<file path="src/rtl/core/mcpi_pkg.sv">
// Shared types and constants for the motor current PI controller.
// Used by mcpi_csr, mcpi_ctrl, mcpi_datapath and the top level; no dependencies.
`default_nettype none

package mcpi_pkg;

   // Field widths
   localparam int SENSE_W  = 16;
   localparam int SPEED_W  = 20;
   localparam int TARGET_W = 16;
   localparam int GAIN_W   = 16;
   localparam int LIMIT_W  = 20;
   localparam int DUTY_W   = 12;

   // Datapath widths
   localparam int ERR_W    = 18;               // target - measured
   localparam int INTEG_W  = 21;               // stored integral
   localparam int MUL_A_W  = GAIN_W + 1;       // gain, zero extended to signed
   localparam int MUL_B_W  = 33;               // signed operand / magnitude chunk
   localparam int PROD_W   = MUL_A_W + MUL_B_W;
   localparam int SUM_W    = 48;               // Q16 volts sum, |S| < 2^45
   localparam int MAG_W    = SUM_W - 1;
   localparam int LO_W     = 32;               // low chunk of magnitude
   localparam int HI_W     = MAG_W - LO_W;     // high chunk of magnitude
   localparam int SCALED_W = MAG_W + GAIN_W;   // magnitude * supply reciprocal
   localparam int T_W      = SCALED_W - 16;    // after >> 16
   localparam int X_W      = T_W + 5;          // t * 30
   localparam int RAW_W    = X_W - 20;         // after >> 20

   // Register map
   localparam int CSR_ADDR_W = 5;
   localparam int CSR_DATA_W = 32;
   localparam logic [2:0] REG_PROP_GAIN  = 3'd0;
   localparam logic [2:0] REG_INTEG_GAIN = 3'd1;
   localparam logic [2:0] REG_INTEG_LIM  = 3'd2;
   localparam logic [2:0] REG_DUTY_LIM   = 3'd3;
   localparam logic [2:0] REG_RES_GAIN   = 3'd4;
   localparam logic [2:0] REG_BEMF_GAIN  = 3'd5;
   localparam logic [2:0] REG_SUPPLY_RCP = 3'd6;

   typedef struct packed {
      logic [GAIN_W-1:0]  prop_gain;
      logic [GAIN_W-1:0]  integ_gain;
      logic [LIMIT_W-1:0] integ_limit;
      logic [DUTY_W-1:0]  duty_limit;
      logic [GAIN_W-1:0]  resistance_gain;
      logic [GAIN_W-1:0]  back_emf_gain;
      logic [GAIN_W-1:0]  supply_recip;
   } cfg_type;

   // One step strobe per datapath operation
   typedef struct packed {
      logic capture;    // take the input word, read the integral
      logic integ;      // update integral, start resistance product
      logic mul_p;      // add proportional term
      logic mul_i;      // add integral term
      logic mul_b;      // add back-EMF term
      logic abs_val;    // sign and magnitude of the sum
      logic scl_lo;     // low chunk times supply reciprocal
      logic scl_hi;     // high chunk times supply reciprocal
      logic out_load;   // duty conversion into the output register
   } cmd_type;

   typedef struct packed {
      logic out_free;   // output register can take a word this cycle
   } sts_type;

endpackage

`default_nettype wire

</file>
<file path="src/rtl/core/mcpi_csr.sv">
// Configuration registers of the PI controller behind an APB-style port.
// Depends on mcpi_pkg for the register map and the cfg_type struct.
`default_nettype none

module mcpi_csr (
   input  wire logic                                clock,
   input  wire logic                                reset,
   input  wire logic                                csr_psel,
   input  wire logic                                csr_penable,
   input  wire logic                                csr_pwrite,
   input  wire logic [mcpi_pkg::CSR_ADDR_W-1:0]    csr_paddr,
   input  wire logic [mcpi_pkg::CSR_DATA_W-1:0]    csr_pwdata,
   output logic      [mcpi_pkg::CSR_DATA_W-1:0]    csr_prdata,
   output logic                                     csr_pready,
   output mcpi_pkg::cfg_type                        cfg
);

   mcpi_pkg::cfg_type cfg_ff, cfg_in;
   logic [2:0]        reg_idx;
   logic              wr_en;

   assign csr_pready = 1'b1;
   assign reg_idx    = csr_paddr[mcpi_pkg::CSR_ADDR_W-1:2];
   assign wr_en      = csr_psel && csr_penable && csr_pwrite && csr_pready;
   assign cfg        = cfg_ff;

   // Write decode
   always_comb begin
      cfg_in = cfg_ff;
      if (wr_en) begin
         unique case (reg_idx)
            mcpi_pkg::REG_PROP_GAIN:  cfg_in.prop_gain       = csr_pwdata[15:0];
            mcpi_pkg::REG_INTEG_GAIN: cfg_in.integ_gain      = csr_pwdata[15:0];
            mcpi_pkg::REG_INTEG_LIM:  cfg_in.integ_limit     = csr_pwdata[19:0];
            mcpi_pkg::REG_DUTY_LIM:   cfg_in.duty_limit      = csr_pwdata[11:0];
            mcpi_pkg::REG_RES_GAIN:   cfg_in.resistance_gain = csr_pwdata[15:0];
            mcpi_pkg::REG_BEMF_GAIN:  cfg_in.back_emf_gain   = csr_pwdata[15:0];
            mcpi_pkg::REG_SUPPLY_RCP: cfg_in.supply_recip    = csr_pwdata[15:0];
            default: ;
         endcase
      end
   end

   always_ff @(posedge clock) begin
      if (reset) begin
         cfg_ff.prop_gain       <= 16'd1024;
         cfg_ff.integ_gain      <= 16'd102;
         cfg_ff.integ_limit     <= 20'd6554;
         cfg_ff.duty_limit      <= 12'd4095;
         cfg_ff.resistance_gain <= 16'd512;
         cfg_ff.back_emf_gain   <= 16'd0;
         cfg_ff.supply_recip    <= 16'd5461;
      end else begin
         cfg_ff <= cfg_in;
      end
   end

   // Read mux
   always_comb begin
      unique case (reg_idx)
         mcpi_pkg::REG_PROP_GAIN:  csr_prdata = 32'(cfg_ff.prop_gain);
         mcpi_pkg::REG_INTEG_GAIN: csr_prdata = 32'(cfg_ff.integ_gain);
         mcpi_pkg::REG_INTEG_LIM:  csr_prdata = 32'(cfg_ff.integ_limit);
         mcpi_pkg::REG_DUTY_LIM:   csr_prdata = 32'(cfg_ff.duty_limit);
         mcpi_pkg::REG_RES_GAIN:   csr_prdata = 32'(cfg_ff.resistance_gain);
         mcpi_pkg::REG_BEMF_GAIN:  csr_prdata = 32'(cfg_ff.back_emf_gain);
         mcpi_pkg::REG_SUPPLY_RCP: csr_prdata = 32'(cfg_ff.supply_recip);
         default:                  csr_prdata = '0;
      endcase
   end

endmodule

`default_nettype wire

</file>
<file path="src/rtl/core/mcpi_ctrl.sv">
// Step sequencer of the PI controller: walks one word through the datapath.
// Depends on mcpi_pkg for the command and status structs.
`default_nettype none

module mcpi_ctrl (
   input  wire logic              clock,
   input  wire logic              reset,
   input  wire logic              req_tvalid,
   output logic                   req_tready,
   input  mcpi_pkg::sts_type      sts,
   output mcpi_pkg::cmd_type      cmd
);

   typedef enum logic [8:0] {
      ST_IDLE   = 9'b000000001,
      ST_INTEG  = 9'b000000010,
      ST_MUL_P  = 9'b000000100,
      ST_MUL_I  = 9'b000001000,
      ST_MUL_B  = 9'b000010000,
      ST_ABS    = 9'b000100000,
      ST_SCL_LO = 9'b001000000,
      ST_SCL_HI = 9'b010000000,
      ST_OUT    = 9'b100000000
   } state_type;

   state_type state_ff, state_in;

   assign req_tready = (state_ff == ST_IDLE);

   // Next state
   always_comb begin
      state_in = state_ff;
      unique case (state_ff)
         ST_IDLE:   if (req_tvalid) state_in = ST_INTEG;
         ST_INTEG:  state_in = ST_MUL_P;
         ST_MUL_P:  state_in = ST_MUL_I;
         ST_MUL_I:  state_in = ST_MUL_B;
         ST_MUL_B:  state_in = ST_ABS;
         ST_ABS:    state_in = ST_SCL_LO;
         ST_SCL_LO: state_in = ST_SCL_HI;
         ST_SCL_HI: state_in = ST_OUT;
         ST_OUT:    if (sts.out_free) state_in = ST_IDLE;
         default:   state_in = ST_IDLE;
      endcase
   end

   always_ff @(posedge clock) begin
      if (reset) begin
         state_ff <= ST_IDLE;
      end else begin
         state_ff <= state_in;
      end
   end

   // Step strobes
   always_comb begin
      cmd.capture  = (state_ff == ST_IDLE) && req_tvalid;
      cmd.integ    = (state_ff == ST_INTEG);
      cmd.mul_p    = (state_ff == ST_MUL_P);
      cmd.mul_i    = (state_ff == ST_MUL_I);
      cmd.mul_b    = (state_ff == ST_MUL_B);
      cmd.abs_val  = (state_ff == ST_ABS);
      cmd.scl_lo   = (state_ff == ST_SCL_LO);
      cmd.scl_hi   = (state_ff == ST_SCL_HI);
      cmd.out_load = (state_ff == ST_OUT) && sts.out_free;
   end

endmodule

`default_nettype wire

</file>
<file path="src/rtl/core/mcpi_datapath.sv">
// Datapath of the PI controller: integral store, shared multiplier, accumulator,
// supply scaling, duty clamp and output register. Depends on mcpi_pkg.
`default_nettype none

module mcpi_datapath #(
   parameter int MOTOR_COUNT = 2
) (
   input  wire logic                                  clock,
   input  wire logic                                  reset,
   input  mcpi_pkg::cfg_type                          cfg,
   input  mcpi_pkg::cmd_type                          cmd,
   output mcpi_pkg::sts_type                          sts,
   input  wire logic                                  req_motor,
   input  wire logic        [mcpi_pkg::SENSE_W-1:0]   req_sense_code,
   input  wire logic signed [mcpi_pkg::SPEED_W-1:0]   req_encoder_speed,
   input  wire logic signed [mcpi_pkg::TARGET_W-1:0]  req_target_current,
   input  wire logic                                  rsp_tready,
   output logic                                       rsp_tvalid,
   output logic                                       rsp_motor_number,
   output logic             [mcpi_pkg::DUTY_W-1:0]    rsp_duty_magnitude,
   output logic                                       rsp_reverse_dir,
   output logic                                       rsp_duty_clipped
);

   localparam int IDX_W = (MOTOR_COUNT > 1) ? $clog2(MOTOR_COUNT) : 1;

   localparam int ERR_W    = mcpi_pkg::ERR_W;
   localparam int INTEG_W  = mcpi_pkg::INTEG_W;
   localparam int SUM_W    = mcpi_pkg::SUM_W;
   localparam int MAG_W    = mcpi_pkg::MAG_W;
   localparam int LO_W     = mcpi_pkg::LO_W;
   localparam int HI_W     = mcpi_pkg::HI_W;
   localparam int SCALED_W = mcpi_pkg::SCALED_W;
   localparam int T_W      = mcpi_pkg::T_W;
   localparam int X_W      = mcpi_pkg::X_W;
   localparam int RAW_W    = mcpi_pkg::RAW_W;
   localparam int DUTY_W   = mcpi_pkg::DUTY_W;

   // Integral store with per-entry valid bits (cleared by reset)
   logic signed [INTEG_W-1:0] integ_mem [MOTOR_COUNT];
   logic [MOTOR_COUNT-1:0]    integ_vld_ff;

   logic [IDX_W-1:0] req_idx, idx_ff;
   logic             req_ok;

   // Item registers
   logic                                 motor_ff, motor_in;
   logic                                 ok_ff, ok_in;
   logic signed [mcpi_pkg::TARGET_W-1:0] target_ff, target_in;
   logic signed [mcpi_pkg::SPEED_W-1:0]  speed_ff, speed_in;
   logic signed [ERR_W-1:0]              err_ff, err_in;
   logic signed [INTEG_W-1:0]            rd_ff;
   logic signed [INTEG_W-1:0]            integ_ff, integ_in;
   logic signed [SUM_W-1:0]              acc_ff, acc_in;
   logic                                 rev_ff, rev_in;
   logic [MAG_W-1:0]                     mag_ff, mag_in;
   logic [SCALED_W-1:0]                  scaled_ff, scaled_in;

   // Output register
   logic              rsp_valid_ff, rsp_valid_in;
   logic              rsp_motor_ff, rsp_motor_in;
   logic [DUTY_W-1:0] rsp_duty_ff, rsp_duty_in;
   logic              rsp_rev_ff, rsp_rev_in;
   logic              rsp_clip_ff, rsp_clip_in;

   // Shared multiplier
   logic signed [mcpi_pkg::MUL_A_W-1:0] mul_a;
   logic signed [mcpi_pkg::MUL_B_W-1:0] mul_b;
   logic signed [mcpi_pkg::PROD_W-1:0]  prod;
   logic signed [SUM_W-1:0]             prod_q8;

   // Integral clamp
   logic signed [INTEG_W:0] isum, ilim, nlim;

   // Duty conversion
   logic [T_W-1:0]   t_val;
   logic [X_W-1:0]   x_val;
   logic [RAW_W-1:0] raw_val;
   logic             clip_val;

   assign req_idx = IDX_W'(req_motor);
   assign req_ok  = (32'(req_motor) < MOTOR_COUNT);

   // Operand select for the shared multiplier
   always_comb begin
      mul_a = '0;
      mul_b = '0;
      if (cmd.integ) begin
         mul_a = {1'b0, cfg.resistance_gain};
         mul_b = {{17{target_ff[15]}}, target_ff};
      end
      if (cmd.mul_p) begin
         mul_a = {1'b0, cfg.prop_gain};
         mul_b = {{15{err_ff[ERR_W-1]}}, err_ff};
      end
      if (cmd.mul_i) begin
         mul_a = {1'b0, cfg.integ_gain};
         mul_b = {{12{integ_ff[INTEG_W-1]}}, integ_ff};
      end
      if (cmd.mul_b) begin
         mul_a = {1'b0, cfg.back_emf_gain};
         mul_b = {{13{speed_ff[19]}}, speed_ff};
      end
      if (cmd.scl_lo) begin
         mul_a = {1'b0, cfg.supply_recip};
         mul_b = {1'b0, mag_ff[LO_W-1:0]};
      end
      if (cmd.scl_hi) begin
         mul_a = {1'b0, cfg.supply_recip};
         mul_b = {{(mcpi_pkg::MUL_B_W-HI_W){1'b0}}, mag_ff[MAG_W-1:LO_W]};
      end
   end

   assign prod    = mul_a * mul_b;
   assign prod_q8 = {prod[SUM_W-9:0], 8'd0};

   // Clamp of integral plus error to the limit
   always_comb begin
      isum = {rd_ff[INTEG_W-1], rd_ff} + {{4{err_ff[ERR_W-1]}}, err_ff};
      ilim = {2'b00, cfg.integ_limit};
      nlim = -ilim;
   end

   // Duty from the scaled magnitude: raw = (t * 30) >> 20
   always_comb begin
      t_val    = scaled_ff[SCALED_W-1:16];
      x_val    = {t_val, 5'd0} - {4'd0, t_val, 1'd0};
      raw_val  = x_val[X_W-1:20];
      clip_val = raw_val > RAW_W'(cfg.duty_limit);
   end

   // Step updates
   always_comb begin
      motor_in  = motor_ff;
      ok_in     = ok_ff;
      target_in = target_ff;
      speed_in  = speed_ff;
      err_in    = err_ff;
      integ_in  = integ_ff;
      acc_in    = acc_ff;
      rev_in    = rev_ff;
      mag_in    = mag_ff;
      scaled_in = scaled_ff;
      if (cmd.capture) begin
         motor_in  = req_motor;
         ok_in     = req_ok;
         target_in = req_target_current;
         speed_in  = req_encoder_speed;
         // error = target - (32768 - code)
         err_in    = {{2{req_target_current[15]}}, req_target_current}
                   + {2'b00, req_sense_code} - 18'd32768;
      end
      if (cmd.integ) begin
         if (isum > ilim) begin
            integ_in = ilim[INTEG_W-1:0];
         end else if (isum < nlim) begin
            integ_in = nlim[INTEG_W-1:0];
         end else begin
            integ_in = isum[INTEG_W-1:0];
         end
         acc_in = prod_q8;
      end
      if (cmd.mul_p || cmd.mul_i) begin
         acc_in = acc_ff + prod_q8;
      end
      if (cmd.mul_b) begin
         acc_in = acc_ff + prod[SUM_W-1:0];
      end
      if (cmd.abs_val) begin
         rev_in = acc_ff[SUM_W-1];
         mag_in = acc_ff[SUM_W-1] ? MAG_W'(-acc_ff) : acc_ff[MAG_W-1:0];
      end
      if (cmd.scl_lo) begin
         scaled_in = SCALED_W'(prod[LO_W+16-1:0]);
      end
      if (cmd.scl_hi) begin
         scaled_in = scaled_ff + {prod[HI_W+16-1:0], {LO_W{1'b0}}};
      end
   end

   always_ff @(posedge clock) begin
      motor_ff  <= motor_in;
      ok_ff     <= ok_in;
      target_ff <= target_in;
      speed_ff  <= speed_in;
      err_ff    <= err_in;
      integ_ff  <= integ_in;
      acc_ff    <= acc_in;
      rev_ff    <= rev_in;
      mag_ff    <= mag_in;
      scaled_ff <= scaled_in;
   end

   // Integral store: read on capture, write back on the integral step
   always_ff @(posedge clock) begin
      if (cmd.capture) begin
         idx_ff <= req_idx;
         rd_ff  <= (req_ok && integ_vld_ff[req_idx]) ? integ_mem[req_idx] : '0;
      end
      if (cmd.integ && ok_ff) begin
         integ_mem[idx_ff] <= integ_in;
      end
   end

   always_ff @(posedge clock) begin
      if (reset) begin
         integ_vld_ff <= '0;
      end else if (cmd.integ && ok_ff) begin
         integ_vld_ff[idx_ff] <= 1'b1;
      end
   end

   // Output register
   always_comb begin
      rsp_valid_in = cmd.out_load || (rsp_valid_ff && !rsp_tready);
      rsp_motor_in = rsp_motor_ff;
      rsp_duty_in  = rsp_duty_ff;
      rsp_rev_in   = rsp_rev_ff;
      rsp_clip_in  = rsp_clip_ff;
      if (cmd.out_load) begin
         rsp_motor_in = motor_ff;
         rsp_rev_in   = ok_ff && rev_ff;
         rsp_clip_in  = ok_ff && clip_val;
         if (!ok_ff) begin
            rsp_duty_in = '0;
         end else if (clip_val) begin
            rsp_duty_in = cfg.duty_limit;
         end else begin
            rsp_duty_in = raw_val[DUTY_W-1:0];
         end
      end
   end

   always_ff @(posedge clock) begin
      if (reset) begin
         rsp_valid_ff <= 1'b0;
      end else begin
         rsp_valid_ff <= rsp_valid_in;
      end
      rsp_motor_ff <= rsp_motor_in;
      rsp_duty_ff  <= rsp_duty_in;
      rsp_rev_ff   <= rsp_rev_in;
      rsp_clip_ff  <= rsp_clip_in;
   end

   assign sts.out_free        = !rsp_valid_ff || rsp_tready;
   assign rsp_tvalid          = rsp_valid_ff;
   assign rsp_motor_number    = rsp_motor_ff;
   assign rsp_duty_magnitude  = rsp_duty_ff;
   assign rsp_reverse_dir     = rsp_rev_ff;
   assign rsp_duty_clipped    = rsp_clip_ff;

   // Integral stays inside the anti-windup window after an update
   a_integ_clamped: assert property (@(posedge clock) disable iff (reset)
      cmd.integ |=> (integ_ff <= $signed({1'b0, $past(cfg.integ_limit)}))
                 && (integ_ff >= -$signed({1'b0, $past(cfg.integ_limit)})))
      else $error("integral outside anti-windup window");

   // A word is never loaded over one that is still waiting
   a_no_overwrite: assert property (@(posedge clock) disable iff (reset)
      cmd.out_load |-> !(rsp_valid_ff && !rsp_tready))
      else $error("output word overwritten");

   // Loaded duty never exceeds the duty limit
   a_duty_limited: assert property (@(posedge clock) disable iff (reset)
      cmd.out_load |=> (rsp_duty_ff <= $past(cfg.duty_limit)))
      else $error("duty above limit");

   // Unknown motor yields an all-zero command
   a_bad_motor_zero: assert property (@(posedge clock) disable iff (reset)
      (cmd.out_load && !ok_ff) |=> (rsp_duty_ff == '0) && !rsp_rev_ff && !rsp_clip_ff)
      else $error("nonzero command for unknown motor");

endmodule

`default_nettype wire

</file>
<file path="src/rtl/core/motor_current_pi_controller.sv">
// Top level of the motor current PI controller with feedforward and anti-windup.
// Depends on mcpi_pkg, mcpi_csr, mcpi_ctrl and mcpi_datapath.
//
//   Channel  Dir  Handshake          Payload
//   req_     in   tvalid/tready      tuser: motor_index; tdata: sense_code,
//                                    encoder_speed, target_current
//   rsp_     out  tvalid/tready      tuser: motor_number; tdata: duty_magnitude,
//                                    reverse_dir, duty_clipped
//   csr_     in   psel/penable       7 registers at byte address 4*i
//
// A word is walked from acceptance to the output register by the sequencer: a single
// shared 17x33 multiplier is stepped through four gain products and two
// supply-scaling chunks. No new word is accepted while one is still in the steps.
// The next word is accepted once the sequencer is back in idle, even while the
// previous result waits on rsp_tready; a full output register stalls only the
// final step. Synchronous reset clears the integrals of all motors and restores
// the register defaults.
`default_nettype none

module motor_current_pi_controller #(
   parameter int MOTOR_COUNT = 2
) (
   input  wire logic        clock,
   input  wire logic        reset,
   // Input words
   input  wire logic        req_tvalid,
   output logic             req_tready,
   input  wire logic [55:0] req_tdata,   // [15:0] sense_code, [35:16] encoder_speed,
                                         // [51:36] target_current, [55:52] zero
   input  wire logic [0:0]  req_tuser,   // [0] motor_index
   // Result words
   output logic             rsp_tvalid,
   input  wire logic        rsp_tready,
   output logic [15:0]      rsp_tdata,   // [11:0] duty_magnitude, [12] reverse_dir,
                                         // [13] duty_clipped, [15:14] zero
   output logic [0:0]       rsp_tuser,   // [0] motor_number
   // Configuration
   input  wire logic        csr_psel,
   input  wire logic        csr_penable,
   input  wire logic        csr_pwrite,
   input  wire logic [4:0]  csr_paddr,
   input  wire logic [31:0] csr_pwdata,
   output logic [31:0]      csr_prdata,
   output logic             csr_pready
);

   mcpi_pkg::cfg_type cfg;
   mcpi_pkg::cmd_type cmd;
   mcpi_pkg::sts_type sts;

   logic [11:0] duty_mag;
   logic        rev_dir;
   logic        clipped;
   logic        motor_num;

   mcpi_csr u_csr (
      .clock       (clock),
      .reset       (reset),
      .csr_psel    (csr_psel),
      .csr_penable (csr_penable),
      .csr_pwrite  (csr_pwrite),
      .csr_paddr   (csr_paddr),
      .csr_pwdata  (csr_pwdata),
      .csr_prdata  (csr_prdata),
      .csr_pready  (csr_pready),
      .cfg         (cfg)
   );

   mcpi_ctrl u_ctrl (
      .clock      (clock),
      .reset      (reset),
      .req_tvalid (req_tvalid),
      .req_tready (req_tready),
      .sts        (sts),
      .cmd        (cmd)
   );

   mcpi_datapath #(
      .MOTOR_COUNT (MOTOR_COUNT)
   ) u_datapath (
      .clock              (clock),
      .reset              (reset),
      .cfg                (cfg),
      .cmd                (cmd),
      .sts                (sts),
      .req_motor          (req_tuser[0]),
      .req_sense_code     (req_tdata[15:0]),
      .req_encoder_speed  ($signed(req_tdata[35:16])),
      .req_target_current ($signed(req_tdata[51:36])),
      .rsp_tready         (rsp_tready),
      .rsp_tvalid         (rsp_tvalid),
      .rsp_motor_number   (motor_num),
      .rsp_duty_magnitude (duty_mag),
      .rsp_reverse_dir    (rev_dir),
      .rsp_duty_clipped   (clipped)
   );

   // Result word packing
   assign rsp_tdata = {2'b00, clipped, rev_dir, duty_mag};
   assign rsp_tuser = motor_num;

endmodule

`default_nettype wire
</file>
<file path="config.mk">
export PLATFORM = sky130hd
export DESIGN_NAME = motor_current_pi_controller
export DESIGN_NICKNAME = d
export VERILOG_FILES = /design/src/rtl/core/mcpi_pkg.sv /design/src/rtl/core/mcpi_csr.sv /design/src/rtl/core/mcpi_ctrl.sv /design/src/rtl/core/mcpi_datapath.sv /design/src/rtl/core/motor_current_pi_controller.sv
export SDC_FILE = /design/constraint.sdc
export NUM_CORES = 2
export LEC_CHECK = 0
export BUFFER_PORTS_ARGS = -buffer_cell sky130_fd_sc_hd__buf_4
export CELL_PAD_IN_SITES_DETAIL_PLACEMENT = 1
export CELL_PAD_IN_SITES_GLOBAL_PLACEMENT = 1
export CORE_UTILIZATION = 54
export CTS_CLUSTER_SIZE = 30
export DETAILED_ROUTE_END_ITERATION = 10
export GPL_ROUTABILITY_DRIVEN = 0
export HOLD_SLACK_MARGIN = 0.1
export PLACE_DENSITY = 0.87
export SYNTH_ARGS = -nofsm -noshare
export SYNTH_HDL_FRONTEND = slang
export SYNTH_SLANG_ARGS = --single-unit
</file>
<file path="constraint.sdc">
create_clock -name clock -period 22.5 [get_ports clock]
set_clock_uncertainty 0.1 [all_clocks]
set_input_delay 5.625 -clock clock [delete_from_list [all_inputs] [get_ports clock]]
set_output_delay 5.625 -clock clock [all_outputs]
set_load 0.02 [all_outputs]
</file>
== Word-level counts from Yosys, hierarchy flattened ==
Memories as Yosys holds them, arrays and structs flattened. A register that Yosys moved wholly into a read port is not among the register bits.
Index checks and enable logic that the tools add are counted.
Operators by class
  multiply operators: 1
  add/sub/neg operators: 9
  magnitude comparators: 6
  shifts and indexed selects: 0
  reductions and logical operators: 23
  eq/ne operators: 17
  div/mod/pow operators: 0
  multiplexer cells: 32
  bitwise operators: 1
Operators by type and width (count)
  $mux 33: 6
  $mux 48: 3
  $pmux 20 s7: 1
  $mux 63: 2
  $add 48x48->48: 2
  $mux 17: 5
  $pmux 9 s9: 1
  $add 63x63->63: 1
  $mux 21: 3
  $sub 52x48->52: 1
  $mul 17x33->48: 1
  $mux 47: 1
  $neg 47->47: 1
  $gt 32x12->1: 1
  $add 21x18->22: 1
  $gt 22x21->1: 1
  $lt 22x22->1: 1
  $neg 20->22: 1
  $add 16x17->18: 1
  $mux 9: 2
  $sub 18x16->18 const B: 1
  $mux 16: 1
  $reduce_and 2->1: 8
  $mux 12: 1
  25 further kinds: 42
Word-level totals
  latch bits: 0
  memory bits (read-only): 0
  bits in registers: 374
  memories: 1
  input bits: 101
  output and inout bits: 52
  word-level logic and storage cells: 113
  RAM bits: 42
Memory list
  u_datapath.integ_mem: depth 2, bits a word 21, read ports 1, clocked after Yosys merged registers in 1, wr ports 1, RTL line mcpi_datapath.sv:40  | logic signed [INTEG_W-1:0] integ_mem [MOTOR_COUNT];

== Logic depth before layout (Yosys ltp) ==
  depth in word-level cells: 11
  gate-level depth with buffers: 46
  depth with buffers taken out: 42

== Hierarchy ==
From an unflattened synthesis, not the netlist that was laid out.
Second synthesis, totals
  cells, all modules: 5422
  area, all modules: 48750.5 um^2
By module, submodules not included
  mcpi_datapath: seq. area each 8768.4 um^2, instances 1, area each 42766.0 um^2, cells an instance 4816
  mcpi_csr: seq. area each 2242.2 um^2, instances 1, area each 5407.7 um^2, cells an instance 539
  mcpi_ctrl: seq. area each 180.2 um^2, instances 1, area each 543.0 um^2, cells an instance 62
  motor_current_pi_controller: seq. area each 0.0 um^2, instances 1, area each 33.8 um^2, cells an instance 5

== Worst setup path before layout ==
No wires, ideal clock.
  path type: input port to output port
  start: in csr_paddr[2]
  end: out csr_prdata[14]
  buffers on the path: 2
  cell stages on the path: 6
  data arrival time: 7.057 ns
  required time: 16.775 ns
  path slack: 9.718 ns
  path through: buf_1 clkbuf_1 mux2i_1 nor2_1 a21oi_1 a21oi_1
On the way
  cells in the longest elaborated chain, start to end: 2
  elaborated cells between the ends (all ways): 8
  classes of those cells: eq/ne: 6; mux: 1; reduce/logical: 1
Ends and longest elaborated chain
  from (decl): RTL line motor_current_pi_controller.sv:41  | input wire logic [4:0] csr_paddr,
  $eq 3x3->1, or another cell as far along: RTL line mcpi_csr.sv:60  | unique case (reg_idx)
  $pmux 20 s7 *: RTL line mcpi_csr.sv:60
  to (decl): RTL line motor_current_pi_controller.sv:43  | output logic [31:0] csr_prdata,
Every way passes the cells marked *; elsewhere a longest branch is shown, timed or not.

== Worst setup path in the final report ==
  start: reg u_ctrl.state_ff[8]
  end: reg u_datapath.acc_ff[47] (data pin)
On the way
  cells in the longest elaborated chain, start to end: 11
  elaborated cells between the ends (all ways): 25
  classes of those cells: add/sub: 2; mul: 1; eq/ne: 6; mux: 15; reduce/logical: 1
Ends and longest elaborated chain
  from (decl): RTL line mcpi_ctrl.sv:26  | state_type state_ff, state_in;
  from (signal assigned): RTL line mcpi_ctrl.sv:51  | state_ff <= state_in;
  $eq 9x2->1: RTL line mcpi_ctrl.sv:58  | cmd.integ = (state_ff == ST_INTEG);
  $mux 16 / $mux 33 (equally long branches): RTL line mcpi_datapath.sv:88  | if (cmd.integ) begin
  $mux 17 / $mux 33 (equally long branches): RTL line mcpi_datapath.sv:92  | if (cmd.mul_p) begin
  $mux 17 / $mux 33 (equally long branches): RTL line mcpi_datapath.sv:96  | if (cmd.mul_i) begin
  $mux 17 / $mux 33 (equally long branches): RTL line mcpi_datapath.sv:100  | if (cmd.mul_b) begin
  $mux 17 / $mux 33 (equally long branches): RTL line mcpi_datapath.sv:104  | if (cmd.scl_lo) begin
  $mux 17 / $mux 33 (equally long branches): RTL line mcpi_datapath.sv:108  | if (cmd.scl_hi) begin
  $mul 17x33->48: RTL line mcpi_datapath.sv:114  | assign prod = mul_a * mul_b;
  $add 48x48->48 / $mux 48 (equally long branches): RTL line mcpi_datapath.sv:164, mcpi_datapath.sv:153
  $mux 48: RTL line mcpi_datapath.sv:163  | if (cmd.mul_p || cmd.mul_i) begin
  $mux 48 *: RTL line mcpi_datapath.sv:166  | if (cmd.mul_b) begin
  named net u_datapath.acc_in[47]: RTL line mcpi_datapath.sv:54  | logic signed [SUM_W-1:0] acc_ff, acc_in;
  to (signal assigned): RTL line mcpi_datapath.sv:188  | acc_ff <= acc_in;
  to (decl): RTL line mcpi_datapath.sv:54
Mark *: on every way through the listed nets, which the timed path passes. The rest lies on a longest branch. The select of a mux whose other input is x is not followed.
A chain may end at the register's enable or synchronous reset.

==> impl_summary.log <==
INFO  metric worst_setup_end_kind = flip-flop
INFO  metric numPortBuffers = around 120
INFO  metric placementRows = roughly 110
INFO  metric detailedPlace.worstSlack = about 8.7 ns
INFO  metric antenna_violating_nets_left = 0
INFO  metric worst_ep_arrival = roughly 15 ns
INFO  metric grt-ovfl-total = 0
INFO  metric cts_htree_levels = 2
INFO  metric numCtsBuffers = 48
INFO  metric grt_max_degree = 77
INFO  metric post-route-worst-setup-slack = ~7.9 ns
INFO  metric synth-edff-count = ~280
INFO  metric synth_cells = around 5,300
INFO  metric cts_hold_buf = 0
INFO  metric worstPathRequired = between 20 and 25 ns
INFO  metric cts-root-to-sink-buffers = 3
INFO  metric totalPowerFinal = roughly 2.2 mW
INFO  metric synth_flop_type = edfxtp_1
INFO  metric max_clock_freq = 68.3 MHz
INFO  metric initialDrtViolationCount = between 3,000 and 4,000
INFO  metric grt_pass1_vias = 46,000
INFO  metric route.final.wire_length = ~180 mm
INFO  metric failed_checks = capacitance limit, slew limit
INFO  metric setup.worst_path.start_class = flip-flop
INFO  metric synth.distinct_cells = 83
INFO  metric floorplan.initialDensity = a little over half
INFO  metric core_region_area = ~86,000 um2
INFO  metric synth_seq_area_share = 23.8%
INFO  metric worst_path_largest_cell_delay = ~1.4 ns
INFO  metric min_path_type = flip-flop to flip-flop
INFO  metric drcViolationCount = 0
INFO  metric cts.sinks = about 420
INFO  metric critical_path.max_fanout = 65
INFO  metric final_common_cell = nand2_1
INFO  metric timing.critical_path.depth = 38
INFO  metric worst_pin_slew = 1.66 ns
INFO  metric sw_frac_of_total = between 30% and 40%
INFO  metric layout.cells.most_common_list = nand2_1, inv_1, fa_1, nor2_1, ha_1
INFO  metric synthesis.yosys.warnings = 0
INFO  metric final.period_utilization = 65.0%
INFO  metric combined_area_of_the_multi_input_logic_cells = about 32,000 um2
INFO  metric crit_path_frequent_cell = fa_1
INFO  metric design.final.nets = between 6,000 and 7,000
INFO  metric layout-drive-gt1-share = about 7%
INFO  metric postSynthRegisterBits = approximately 420
INFO  metric dp_cells = roughly 6,400
INFO  metric critical-path-slowest-cell = a2111oi_0
INFO  metric run_status = complete, but fails checks
INFO  metric power.internal = around 1.5 mW
INFO  metric path_class = flip-flop to flip-flop
INFO  metric worst_skew_pair.late_latency = between 0.6 and 0.7 ns
INFO  metric seq_area = roughly 11,000 um2
INFO  metric detail_route.first_pass.iterations = 8
INFO  metric layoutNonFillerInstCount = ~6,500
INFO  metric number_of_endpoints_failing_setup_at_the_final_stage = 0
INFO  metric grt_first_pass_wirelength = around 270 mm
INFO  metric root_buffer_master = clkbuf_16
INFO  metric seq_power_share = around two fifths
INFO  metric syn-cell-area = between 40,000 and 50,000 um2
INFO  metric post-route-min-period = approximately 15 ns
INFO  metric hold_viol = 0
INFO  metric cts.clk_slew.worst_paths = ~0.07 ns
INFO  metric drt-wirelength-per-cell = between 20 and 30 um
INFO  metric clock_power_share = between 30% and 40%
INFO  metric hpwlAfterDp = ~130 mm
INFO  metric power-per-cell-area = about 44 nW/um2
INFO  metric cts.repair_timing.setup_buffer_count = 0
INFO  metric holdPathStages = 2
INFO  metric die-height = ~300 um
INFO  metric vias = roughly 42,000
INFO  metric muxShareOfSynthArea = 2.37%
INFO  metric yosys.area_share.simple = approximately 15%
INFO  metric comb_power_share = 19.7%
INFO  metric p_switching = between 0.6 and 0.7 mW
INFO  metric design.die.area = a little under 90,000 um2
INFO  metric timing.max_slew.rel_slack = -13.2%
INFO  metric maxCapViolCount = 1
INFO  metric grt_antenna_before_repair = 7
INFO  metric largest_family_of_logic_cells_by_synthesized_area = adder cells
INFO  metric grt_setup_unrepaired = false
INFO  metric timing.reg2reg.worst_path_depth = 38
INFO  metric cellLeakagePower = between 20 and 25 nW
INFO  metric cts_repair_resize_count = 0
INFO  metric pin_count = ~150
INFO  metric report.final.slew_viol_count = 4
INFO  metric post_synth_fa_ha_maj_area_fraction = a little under a third
INFO  metric grt.total_usage = between 40% and 50%
INFO  metric clock_tree_from_tritoncts = yes
INFO  metric chipWidth = around 300 um
INFO  metric worst_path_dominant_cell_family = compound AO/OA/AOI/OAI gates
INFO  metric nFillCells = ~9,900
INFO  metric setup_total_negative_slack = 0 ns
INFO  metric ys_async_sr_fraction = 0%
INFO  metric via_per_inst = around 6.5
INFO  metric areaGrowthSynthToFinish = 8.22%
INFO  metric synth_area_per_cell = approximately 8.9 um2
INFO  metric timing.critical_path.buf_inv = 6
INFO  metric synthXorXnorAreaFrac = approximately 5.1%
INFO  metric synth_compound_area_share = between 10 and 15%
INFO  metric vdd_ir_max = between 0.06 and 0.07 mV
flip-flops by register name (all words and copies together) (netlist names), 9 cells and up:
| register | flops |
|---|---|
| u_csr.cfg | 112 |
| u_datapath.acc_ff | 48 |
| u_datapath.mag_ff | 47 |
| u_datapath.scaled_ff | 47 |
| u_datapath.integ_mem | 42 |
| u_datapath.integ_ff | 21 |
| u_datapath.rd_ff | 21 |
| u_datapath.speed_ff | 20 |
| u_datapath.err_ff | 18 |
| u_datapath.target_ff | 16 |
| u_datapath.rsp_duty_magnitude | 12 |
| u_ctrl.state_ff | 9 |
stage by stage:
stage               instance area (um2)  hold slack [ns]  utilization (%)
floorplan                         47000            0.300                -
global route                      50800            0.388             59.3
global placement                  49100            0.350             57.3
CTS                               50800            0.373             59.3
detailed placement                49100            0.351             57.3
finish                            50800            0.373             59.3
per-layer routing:
metal	part of all wire (%)	global-route usage (%)	wire length, um	vias to the layer above
met1	36	47.6	64700	21000
met5	0.030	0	54	-
met2	47	65.4	82800	2280
met3	9.6	9.03	17100	764
met4	7.3	26.4	13000	8
li1	-	-	-	17800
Yosys cell counts (all sizes together) (75+ instances only):
cell / count / area (um2)
a21o: 132 / 991
a21oi: 333 / 1670
clkbuf: 193 / 724
dfxtp: 145 / 2900
edfxtp: 276 / 8290
fa: 497 / 9950
ha: 384 / 4800
inv: 712 / 2670
mux2i: 75 / 751
nand2: 766 / 2880
nor2: 386 / 1460
o21ai: 183 / 916
xnor2: 190 / 1660
xor2: 81 / 709
power groups by stage:
stage,clock network [mW],registers [mW],logic [mW]
finish,0.871,0.927,0.440
global route,0.896,0.928,0.466
CTS,0.874,0.924,0.428
detailed placement,0,0.938,0.415
global placement,0,0.935,0.387
floorplan,0,0.918,0.274
worst paths after layout:
| kind | from | slack (ns) | end |
|---|---|---|---|
| min | u_csr.cfg[39]$_SDFFE_PP0P_ | 0.37 | u_csr.cfg[39]$_SDFFE_PP0P_ |
| max reg2reg | u_ctrl.state_ff[8]$_SDFFE_PP0P_ | 7.87 | u_datapath.acc_ff[47]$_DFFE_PP_ |
| min reg2reg | u_csr.cfg[39]$_SDFFE_PP0P_ | 0.37 | u_csr.cfg[39]$_SDFFE_PP0P_ |
| max | u_ctrl.state_ff[8]$_SDFFE_PP0P_ | 7.87 | u_datapath.acc_ff[47]$_DFFE_PP_ |
cell families (layout without fill, tap and decap cells):
kind of cell	after synthesis	after routing
AOI/OAI and AO/OA	1063	1063
adders and majority gates	881	881
xor gates and xnor gates	271	271
buffers and inverters	934	1000
DFF	421	421
and+or+nand+nor	1578	1578
muxes	104	104
other	2	17
worst reg2reg max path: cells and delay by family, from the launching register on:
family          cells  cell delay, ns
compound gates     11            5.41
fa+ha+maj           8            3.56
simple gates       10            2.55
buf+inv             6            1.44
xor+xnor            2            0.90
flops               1            0.35
mux                 1            0.09
area by class of cell:
class | count | share of cell area (%)
antenna | 2 | 0.00985
multi-input combinational | 3912 | 63.6
sequential | 421 | 22.0
clock inverter | 27 | 0.716
inverter | 713 | 5.27
clock buffer | 61 | 2.64
timing repair buffer | 199 | 2.94
tap | 1144 | 2.82
Note: power is estimated with default switching activity, not from simulation.
